==> config.mk <==
export PLATFORM = sky130hd
export DESIGN_NAME = fibonacci_mod_prime_matrix_power
export DESIGN_NICKNAME = d
export VERILOG_FILES = /design/src/hw/rtl/fmp_pkg.sv /design/src/hw/rtl/fibonacci_mod_prime_matrix_power.sv /design/src/hw/rtl/fmp_modmul.sv
export SDC_FILE = /design/constraint.sdc
export NUM_CORES = 2
export LEC_CHECK = 0
export ABC_CLOCK_PERIOD_IN_PS = 22300
export BUFFER_PORTS_ARGS = -buffer_cell sky130_fd_sc_hd__clkbuf_2
export CAP_MARGIN = 20
export CELL_PAD_IN_SITES_DETAIL_PLACEMENT = 0
export CELL_PAD_IN_SITES_GLOBAL_PLACEMENT = 1
export CORE_ASPECT_RATIO = 1.2
export CORE_UTILIZATION = 30
export CTS_CLUSTER_DIAMETER = 40
export CTS_CLUSTER_SIZE = 40
export DETAILED_ROUTE_END_ITERATION = 7
export GPL_ROUTABILITY_DRIVEN = 0
export HOLD_SLACK_MARGIN = 0.02
export PLACE_DENSITY_LB_ADDON = 0.1
export SYNTH_ARGS = -nofsm -noshare
export SYNTH_HDL_FRONTEND = slang
export SYNTH_SLANG_ARGS = --single-unit
==> constraint.sdc <==
create_clock -name i_clk -period 22.3 [get_ports i_clk]
set_input_delay 1.115 -clock i_clk [delete_from_list [all_inputs] [get_ports i_clk]]
set_output_delay 1.115 -clock i_clk [all_outputs]
set_load 0.05 [all_outputs]
==> src/hw/rtl/fmp_pkg.sv <==
// Shared constants, types and modular helpers for the Fibonacci mod-prime block
`timescale 1ns / 1ps
`default_nettype none

package fmp_pkg;

    localparam int INDEX_BITS_DEF = 63;
    localparam int VAL_W          = 30;

    localparam logic [VAL_W-1:0] FIB_PRIME = VAL_W'(1000000007);

    // Barrett constant floor(2^60 / p), fits in 31 bits
    localparam logic [63:0] MU_FULL = (64'd1 << 60) / 64'd1000000007;
    localparam logic [31:0] FIB_MU  = MU_FULL[31:0];

    typedef enum logic [2:0] {
        FS_IDLE,
        FS_ISSUE,
        FS_WAIT,
        FS_UPDATE,
        FS_DONE
    } t_fib_state;

    typedef enum logic [1:0] {
        MM_IDLE,
        MM_PROD,
        MM_QUOT,
        MM_BACK
    } t_mm_phase;

    typedef struct packed {
        logic             start;
        logic [VAL_W-1:0] x;
        logic [VAL_W-1:0] y;
    } t_mm_req;

    typedef struct packed {
        logic             done;
        logic [VAL_W-1:0] result;
    } t_mm_rsp;

    function automatic logic [VAL_W-1:0] add_mod(input logic [VAL_W-1:0] x,
                                                 input logic [VAL_W-1:0] y);
        logic [VAL_W:0] sum;
        logic [VAL_W:0] red;
        sum = {1'b0, x} + {1'b0, y};
        red = sum - {1'b0, FIB_PRIME};
        if (sum >= {1'b0, FIB_PRIME}) begin
            return red[VAL_W-1:0];
        end
        return sum[VAL_W-1:0];
    endfunction

endpackage

`default_nettype wire

==> src/hw/rtl/fibonacci_mod_prime_matrix_power.sv <==
// Fibonacci F(n) mod 1000000007 by MSB-first 2x2 matrix power on one shared modular multiplier
// A new index is accepted only in idle; busy is high for the whole item.
// Each exponent bit costs four modular products on the shared multiplier plus one update.
// Reset (synchronous, active low) returns the sequencer to idle; no state is kept between items.
// The result is shown for one cycle with o_valid; the receiver cannot stall.
`timescale 1ns / 1ps
`default_nettype none

module fibonacci_mod_prime_matrix_power #(
    parameter int INDEX_BITS = fmp_pkg::INDEX_BITS_DEF
) (
    input  wire                           i_clk,
    input  wire                           i_rst_n,
    input  wire                           start,
    output logic                          busy,
    input  wire  [INDEX_BITS-1:0]         i_fib_index,
    output logic                          o_valid,
    output logic [fmp_pkg::VAL_W-1:0]     o_fib_value
);

    localparam int CNT_W = $clog2(INDEX_BITS + 1);
    localparam int VW    = fmp_pkg::VAL_W;

    fmp_pkg::t_fib_state r_state;
    fmp_pkg::t_fib_state n_state;

    logic [INDEX_BITS-1:0] r_n;
    logic [INDEX_BITS-1:0] n_n;
    logic [CNT_W-1:0]      r_cnt;
    logic [CNT_W-1:0]      n_cnt;
    logic [1:0]            r_sel;
    logic [1:0]            n_sel;

    // symmetric matrix [[a, b], [b, d]]
    logic [VW-1:0] r_a;
    logic [VW-1:0] r_b;
    logic [VW-1:0] r_d;
    logic [VW-1:0] n_a;
    logic [VW-1:0] n_b;
    logic [VW-1:0] n_d;
    logic [VW-1:0] r_prd [4];

    logic [VW-1:0] sq_a;
    logic [VW-1:0] sq_b;
    logic [VW-1:0] sq_d;
    logic [VW-1:0] sum_ad;

    fmp_pkg::t_mm_req mm_req;
    fmp_pkg::t_mm_rsp mm_rsp;

    fmp_modmul u_modmul (
        .i_clk   (i_clk),
        .i_rst_n (i_rst_n),
        .i_req   (mm_req),
        .o_rsp   (mm_rsp)
    );

    always_comb begin
        n_state = r_state;
        case (r_state)
            fmp_pkg::FS_IDLE: begin
                if (start) begin
                    n_state = fmp_pkg::FS_ISSUE;
                end
            end
            fmp_pkg::FS_ISSUE: n_state = fmp_pkg::FS_WAIT;
            fmp_pkg::FS_WAIT: begin
                if (mm_rsp.done) begin
                    n_state = (r_sel == 2'd3) ? fmp_pkg::FS_UPDATE : fmp_pkg::FS_ISSUE;
                end
            end
            fmp_pkg::FS_UPDATE: begin
                n_state = (r_cnt == CNT_W'(1)) ? fmp_pkg::FS_DONE : fmp_pkg::FS_ISSUE;
            end
            fmp_pkg::FS_DONE: n_state = fmp_pkg::FS_IDLE;
            default:          n_state = fmp_pkg::FS_IDLE;
        endcase
    end

    always_comb begin
        busy        = (r_state != fmp_pkg::FS_IDLE);
        o_valid     = (r_state == fmp_pkg::FS_DONE);
        o_fib_value = r_b;
    end

    // operands for the four products of a squaring: a*a, b*b, d*d, b*(a+d)
    always_comb begin
        sum_ad       = fmp_pkg::add_mod(r_a, r_d);
        mm_req.start = (r_state == fmp_pkg::FS_ISSUE);
        case (r_sel)
            2'd0: begin
                mm_req.x = r_a;
                mm_req.y = r_a;
            end
            2'd1: begin
                mm_req.x = r_b;
                mm_req.y = r_b;
            end
            2'd2: begin
                mm_req.x = r_d;
                mm_req.y = r_d;
            end
            default: begin
                mm_req.x = r_b;
                mm_req.y = sum_ad;
            end
        endcase
    end

    always_comb begin
        sq_a  = fmp_pkg::add_mod(r_prd[0], r_prd[1]);
        sq_b  = r_prd[3];
        sq_d  = fmp_pkg::add_mod(r_prd[1], r_prd[2]);
        n_a   = r_a;
        n_b   = r_b;
        n_d   = r_d;
        n_n   = r_n;
        n_cnt = r_cnt;
        n_sel = r_sel;
        case (r_state)
            fmp_pkg::FS_IDLE: begin
                n_a   = VW'(1);
                n_b   = '0;
                n_d   = VW'(1);
                n_n   = i_fib_index;
                n_cnt = CNT_W'(INDEX_BITS);
                n_sel = 2'd0;
            end
            fmp_pkg::FS_WAIT: begin
                if (mm_rsp.done) begin
                    n_sel = r_sel + 2'd1;
                end
            end
            fmp_pkg::FS_UPDATE: begin
                if (r_n[INDEX_BITS-1]) begin
                    // times [[1,1],[1,0]]
                    n_a = fmp_pkg::add_mod(sq_a, sq_b);
                    n_b = sq_a;
                    n_d = sq_b;
                end else begin
                    n_a = sq_a;
                    n_b = sq_b;
                    n_d = sq_d;
                end
                n_n   = r_n << 1;
                n_cnt = r_cnt - CNT_W'(1);
                n_sel = 2'd0;
            end
            default: begin
                n_sel = r_sel;
            end
        endcase
    end

    always_ff @(posedge i_clk) begin
        if (!i_rst_n) begin
            r_state <= fmp_pkg::FS_IDLE;
        end else begin
            r_state <= n_state;
        end
    end

    always_ff @(posedge i_clk) begin
        r_a   <= n_a;
        r_b   <= n_b;
        r_d   <= n_d;
        r_n   <= n_n;
        r_cnt <= n_cnt;
        r_sel <= n_sel;
        if (r_state == fmp_pkg::FS_WAIT && mm_rsp.done) begin
            r_prd[r_sel] <= mm_rsp.result;
        end
    end

endmodule

`default_nettype wire

==> src/hw/rtl/fmp_modmul.sv <==
// Shared multiplier with Barrett reduction modulo 1000000007; a new product is taken only when idle
`timescale 1ns / 1ps
`default_nettype none

module fmp_modmul (
    input  wire                   i_clk,
    input  wire                   i_rst_n,
    input  wire fmp_pkg::t_mm_req i_req,
    output fmp_pkg::t_mm_rsp      o_rsp
);

    fmp_pkg::t_mm_phase r_phase;
    fmp_pkg::t_mm_phase n_phase;

    logic [63:0] r_prod;
    logic [63:0] n_prod;
    logic [31:0] r_lo;
    logic [31:0] n_lo;
    logic [31:0] mul_a;
    logic [31:0] mul_b;
    logic [31:0] diff;
    logic [31:0] diff_p;
    logic [31:0] diff_2p;
    logic [31:0] red;

    always_comb begin
        n_phase = r_phase;
        case (r_phase)
            fmp_pkg::MM_IDLE: begin
                if (i_req.start) begin
                    n_phase = fmp_pkg::MM_PROD;
                end
            end
            fmp_pkg::MM_PROD: n_phase = fmp_pkg::MM_QUOT;
            fmp_pkg::MM_QUOT: n_phase = fmp_pkg::MM_BACK;
            fmp_pkg::MM_BACK: n_phase = fmp_pkg::MM_IDLE;
            default:          n_phase = fmp_pkg::MM_IDLE;
        endcase
    end

    // operand select for the single multiplier
    always_comb begin
        mul_a = {2'b00, i_req.x};
        mul_b = {2'b00, i_req.y};
        n_lo  = r_lo;
        case (r_phase)
            fmp_pkg::MM_PROD: begin
                mul_a = {1'b0, r_prod[59:29]};
                mul_b = fmp_pkg::FIB_MU;
                n_lo  = r_prod[31:0];
            end
            fmp_pkg::MM_QUOT: begin
                mul_a = {1'b0, r_prod[61:31]};
                mul_b = {2'b00, fmp_pkg::FIB_PRIME};
            end
            default: begin
                mul_a = {2'b00, i_req.x};
                mul_b = {2'b00, i_req.y};
            end
        endcase
        n_prod = mul_a * mul_b;
    end

    // remainder is below 3p, at most two subtractions of p
    always_comb begin
        diff    = r_lo - r_prod[31:0];
        diff_p  = diff - {2'b00, fmp_pkg::FIB_PRIME};
        diff_2p = diff - {1'b0, fmp_pkg::FIB_PRIME, 1'b0};
        if (diff >= {1'b0, fmp_pkg::FIB_PRIME, 1'b0}) begin
            red = diff_2p;
        end else if (diff >= {2'b00, fmp_pkg::FIB_PRIME}) begin
            red = diff_p;
        end else begin
            red = diff;
        end
    end

    always_comb begin
        o_rsp.done   = (r_phase == fmp_pkg::MM_BACK);
        o_rsp.result = red[fmp_pkg::VAL_W-1:0];
    end

    always_ff @(posedge i_clk) begin
        if (!i_rst_n) begin
            r_phase <= fmp_pkg::MM_IDLE;
        end else begin
            r_phase <= n_phase;
        end
    end

    always_ff @(posedge i_clk) begin
        r_prod <= n_prod;
        r_lo   <= n_lo;
    end

endmodule

`default_nettype wire

# Word-level counts from Yosys, hierarchy flattened
# Memories as Yosys holds them, arrays and structs flattened.
# Cells that the tools add are included.
[totals] regBits=260 latch_bits=0 ramBits=120 inputBits=66 mem_bits_ro=0 n_memories=1
[op_classes] magnitude_cmp=6 div=0 eq_ne=14 mux=38 multipliers=1 shifts=0 n_addsub=13 bitwise_logic=0 reduce_logical=10
[memory_table] name="r_prd" words=4 word_bits=30 rd=4 rd_clocked_by_memory_dff=0 write_ports=1 line_no="fibonacci_mod_prime_matrix_power.sv:41" text="logic [VW-1:0] r_prd [4];"
[op_table] cell="two-way mux 30 bit" n=13
[op_table] cell="one-hot mux 30 bit (2 select lines)" n=3
[op_table] cell="one-hot mux 60 bit (3 select lines)" n=1
[op_table] cell="subtractor 30 bit (second input constant)" n=6
[op_table] cell="one-hot mux 63 bit (2 select lines)" n=1
[op_table] cell="adder 30 x 30 -> 31 bit" n=4
[op_table] cell="greater-or-equal comparator 31 x 30 -> 1 bit (second input constant)" n=4
[op_table] cell="one-hot mux 31 bit (2 select lines)" n=2
[op_table] cell="multiplier 31 x 31 -> 62 bit" n=1
[op_table] cell="greater-or-equal comparator 32 x 30 -> 1 bit (second input constant)" n=1
[op_table] cell="greater-or-equal comparator 32 x 31 -> 1 bit (second input constant)" n=1
[op_table] cell="subtractor 32 bit" n=1
[op_table] cell="one-hot mux 3 bit (4 select lines)" n=1
[op_table] cell="one-hot mux 6 bit (2 select lines)" n=1
[op_table] cell="two-way mux 3 bit" n=3
[op_table] cell="equality test 2 bit (second input constant)" n=4
[op_table] cell="two-way mux 1 bit" n=8
[op_table] cell="one-hot mux 2 bit (4 select lines)" n=1
[op_table] cell="equality test 3 x 2 -> 1 bit (second input constant)" n=2
[op_table] cell="equality test 6 x 1 -> 1 bit (second input constant)" n=1
[op_table] cell="two-way mux 2 bit" n=3
[op_table] cell="inequality test 2 bit (second input constant)" n=3
[op_table] cell="subtractor 6 x 1 -> 6 bit (second input constant)" n=1
[op_table] cell="equality test 2 x 1 -> 1 bit (second input constant)" n=2
[op_table] cell="11 further kinds" n=14

# Depth between registers and ports, before layout
# An unclocked memory read counts as a cell.
[logic_depth] ltp_word=13 ltp_mapped=46

# Hierarchy
# Synthesis repeated with hierarchy kept, for this count alone.
[unflattened] hier_cells=6915 area_unflattened_um2=60291.6
[by_module_without_submodules] module="fmp_modmul" area_each_um2=36902.9 cells_each=4227 seq_area_each_um2=2242.2 n_inst=1
[by_module_without_submodules] module="fibonacci_mod_prime_matrix_power" area_each_um2=23388.7 cells_each=2688 seq_area_each_um2=8498.2 n_inst=1

# Least setup slack after synthesis
# Ideal clock, no wire load.
[synth_path] path_type="register -> register" start="reg r_a[0]" end="reg u_modmul.r_prod[59]" path_slack_ps=11240 period_less_slack_ps=11060 arrival_ps=10988 t_required_ps=22228 path_stages_with_launch=41 path_cell_list="edfxtp_1 > ha_1 > fa_1 > a21o_1 > and3_1 > o31ai_2 > nand2_1 > a2111o_1 > a31oi_2 > xnor2_1 > a31oi_1 > o31a_1 > buf_6 > buf_2 > o31a_1 > o21ai_2 > buf_2 > nor2_1 > (+5 left out) > inv_1 > fa_1 > fa_1 > fa_1 > fa_1 > ha_1 > a21oi_1 > o21ai_0 > a41o_1 > a21oi_1 > a2bb2oi_1 > a31oi_1 > o311ai_0 > o221ai_1 > a221oi_1 > nor2_1 > a311oi_1 > xnor2_1"
[synth_via] elab_chain_len=7 word_cells_on_any_way=10 cone_classes="add/sub: 2; mul: 1; order compare: 1; mux: 6"
[synth_rtl] element="start, declared" line_no="fibonacci_mod_prime_matrix_power.sv:35" text="logic [VW-1:0] r_a;"
[synth_rtl] element="start signal, assigned" line_no="fibonacci_mod_prime_matrix_power.sv:164" text="r_a <= n_a;"
[synth_rtl] element="adder 30 x 30 -> 31 bit" line_no="fmp_pkg.sv:46" text="sum = {1'b0, x} + {1'b0, y};"
[synth_rtl] element="subtractor 30 bit or greater-or-equal comparator 31 x 30 -> 1 bit (tied branches)" line_no="fmp_pkg.sv:47, fmp_pkg.sv:48"
[synth_rtl] element="two-way mux 30 bit or two-way mux 1 bit (tied branches)" line_no="fmp_pkg.sv:48" text="if (sum >= {1'b0, FIB_PRIME}) begin"
[synth_rtl] element="two-way mux 30 bit" line_no="fmp_pkg.sv:51" text="return sum[VAL_W-1:0];"
[synth_rtl] element="one-hot mux 60 bit (3 select lines) *" line_no="fibonacci_mod_prime_matrix_power.sv:90" text="case (r_sel)"
[synth_rtl] element="one-hot mux 31 bit (2 select lines)" line_no="fmp_modmul.sv:46" text="case (r_phase)"
[synth_rtl] element="multiplier 31 x 31 -> 62 bit *" line_no="fmp_modmul.sv:61" text="n_prod = mul_a * mul_b;"
[synth_rtl] element="net u_modmul.n_prod[59]" line_no="fmp_modmul.sv:16" text="logic [63:0] n_prod;"
[synth_rtl] element="end signal, assigned" line_no="fmp_modmul.sv:92" text="r_prod <= n_prod;"
[synth_rtl] element="end, declared" line_no="fmp_modmul.sv:15" text="logic [63:0] r_prod;"
# The timed path passes the listed nets; every way through them passes the cells marked *. The select of a mux whose other input is x is not followed.
# A chain may end at the register's enable or synchronous reset.

# Worst setup path after layout
# Same ends and word-level chain as after synthesis.

==> qor.csv <==
metric,value,unit
status,completed,
reg2reg end,u_modmul.r_prod[59]$_DFF_P_,
# DRC,0,
post-detail-place hpwl,206200,um
Worst-Margin Slew,1.139,ns
hold buffer count at CTS,0,
"reg-to-reg slack, setup",8.32,ns
"antenna viol nets, final",0,
gr usage total,25.90,%
"top cells by area, synth","fa_1 28%, edfxtp_1 15%, ha_1 8.7%, inv_1 6.0%, nand2_1 4.9%",
global-route wire length before repair,385700,um
slew margin rel.,23.29,%
Syn. warnings,0,
Die Wd,413.7,um
final hold slack,0.4407,ns
final instance area,67170,um2
via count,52250,
ys async rst share,0,%
Post-Route Utilization,33.18,%
"Top cell by count, worst path",fa_1,
IO buf count,97,
vias in the first global route,54120,
Num CTS Buffers,68,
crit end category,flip-flop,
fillcell total,21460,
"EDFF count, synth",313,
most numerous cell in the Yosys netlist,inv_1,
Fin. Hold Viols,0,
dominant synthesized flop cell,edfxtp_1,
Clock Skews,0.03060,ns
initial antenna violation count,10,
initial DRC count,3930,
CTS root buf,clkbuf_16,
mux cell area share after synthesis,0.5249,%
crit path from,r_a[0]$_SDFFCE_PN1P_,
# IOs,98,
sequential share of the synthesized area,17.60,%
count of final max-slew check failures,0,
xor/xnor share of the synthesized area,3.828,%
post-synthesis adder-cell area fraction,36.32,%
Tmin final,13.98,ns
# nets final,8248,
"Max FO, Critical Path",23,
Clock Path Buffers,3,
Core Area,202500,um2
routed wire length per instance,27.49,um
Post-CTS Setup Bufs,0,
"wirelength, routed",264600,um
#FFs+latches synth,380,
Worst path slowest cell,o21a_1,
crit share post-route,62.71,%
final setup vio count,0,
Placed Area,64760,um2
layout cells sized above 1,7.905,%
nature of the critical path startpoint,flip-flop,
clk_lat worst skew,0.68,ns
crit-path max cell delay,0.84,ns
Die Area,205200,um2
Highest Clock Rate,71.51,MHz
Sink Count,380,
# rows,181,
Synth area leader,fa_1,
Mapped Area,61020,um2
most instantiated cells after synthesis,"972 x inv_1, 842 x fa_1, 794 x nand2_1",
Initial DRT Pass Iterations,6,
unrepaired setup endpoints after global routing,false,
RR Startpoint,r_a[0]$_SDFFCE_PN1P_,
Worst Path Arrival,14.58,ns
Area growth syn-to-layout,10.09,%
largest net degree at the start of global routing,76,
Starting Density,30.14,%
global route overflow,0,
cells on worst reg2reg path,41,
"Avg Cell Area, Syn",8.748,um2
unique cell type count in the Yosys netlist,112,
Worst Hold Class,reg -> reg,
Syn Inst Count,6975,
Resized Gates After CTS,0,
Die Ht,496.0,um
post-synthesis simple-gate area fraction,16.26,%
largest family of logic cells by synthesized area,adder cells,
top-area cell type share of the netlist area,27.62,%
critical path class,reg -> reg,
Worst EP required,22.90,ns
max cap viols,0,
Synth Area in Compound Gates,16.96,%
setup TNS,0,ns
TritonCTS clock tree,done,
deepest level of the CTS H-tree,3,
Worst Setup EP,u_modmul.r_prod[59]$_DFF_P_,
DR vias/cell,5.427,
Worst-path clk slew,0.06,ns
sequential cells by signal, summed over array words and instances (netlist names):
register          flops
r_prd               120
r_n                  63
u_modmul.r_prod      62
u_modmul.r_lo        32
o_fib_value          30
r_a                  30
r_d                  30
r_cnt                 6
r_state               3
r_sel                 2
u_modmul.r_phase      2
kinds of logic (layout without fill, tap and decap cells):
family	after synthesis	in the layout
and+or+nand+nor	2140	2140
buffers and inverters	1353	1344
DFF	380	380
other	2	9
xor gates and xnor gates	265	265
adders and majority gates	1266	1266
muxes	31	31
AOI/OAI and AO/OA	1538	1538
final cells by class:
type | count | area, um2 | share of cell area (%)
Antenna cell | 3 | 7.507 | 0.01118
Clock buffer | 74 | 1744 | 2.597
Clock inverter | 50 | 659.4 | 0.9816
Inverter | 972 | 3649 | 5.431
Multi-Input combinational cell | 5246 | 45430 | 67.64
Sequential cell | 380 | 10740 | 15.99
Tap cell | 2653 | 3319 | 4.942
Timing Repair Buffer | 248 | 1619 | 2.410
through the flow:
step	instances	worst slack, ns
floorplan	6979	11.24
global placement	9498	8.593
detailed placement	9499	8.457
CTS	9623	8.356
global route	9624	7.517
finish	9626	8.315
worst min-delay path by stage:
stage                             endpoint                         from  slack, ns  cells after the start
4_1_cts        u_modmul.r_lo[18]$_DFFE_PN_  u_modmul.r_prod[18]$_DFF_P_       0.45                      0
6_report       u_modmul.r_lo[27]$_DFFE_PN_  u_modmul.r_prod[27]$_DFF_P_       0.44                      0
3_5_place_dp   u_modmul.r_lo[21]$_DFFE_PN_  u_modmul.r_prod[21]$_DFF_P_       0.42                      0
2_1_floorplan  u_modmul.r_lo[10]$_DFFE_PN_  u_modmul.r_prod[10]$_DFF_P_       0.41                      0
5_1_grt        u_modmul.r_lo[18]$_DFFE_PN_  u_modmul.r_prod[18]$_DFF_P_       0.46                      0
3_3_place_gp   u_modmul.r_lo[19]$_DFFE_PN_  u_modmul.r_prod[19]$_DFF_P_       0.42                      0
worst max-delay path, delay by kind of cell, from the launching register on:
| family | cells | cell delay (ns) |
|---|---|---|
| buf+inv | 6 | 0.53 |
| fa+ha+maj | 11 | 5.05 |
| simple gates | 4 | 0.76 |
| flops | 1 | 0.40 |
| xor+xnor | 1 | 0.16 |
| compound gates | 19 | 6.99 |
placed cells by master (no fill, tap or decap), drive strengths merged, types with 119 or more instances in the layout:
master / n
fa: 842
nor3: 185
nand2: 795
a21oi: 396
nand3: 119
clkbuf: 171
a21o: 128
buf: 151
inv: 988
ha: 424
nor2: 522
xnor2: 184
edfxtp: 313
o21ai: 297
per-layer routing:
metal  GRT usage, %  share of wire [%]
met1          33.14                 42
met3          3.176                5.1
met2          44.33                 49
met4          9.879                4.4
met5              0             0.0098
Power is left out: the tool's default activity adds up to more than one toggle a clock period on the data nets, which glitch-free logic cannot reach.
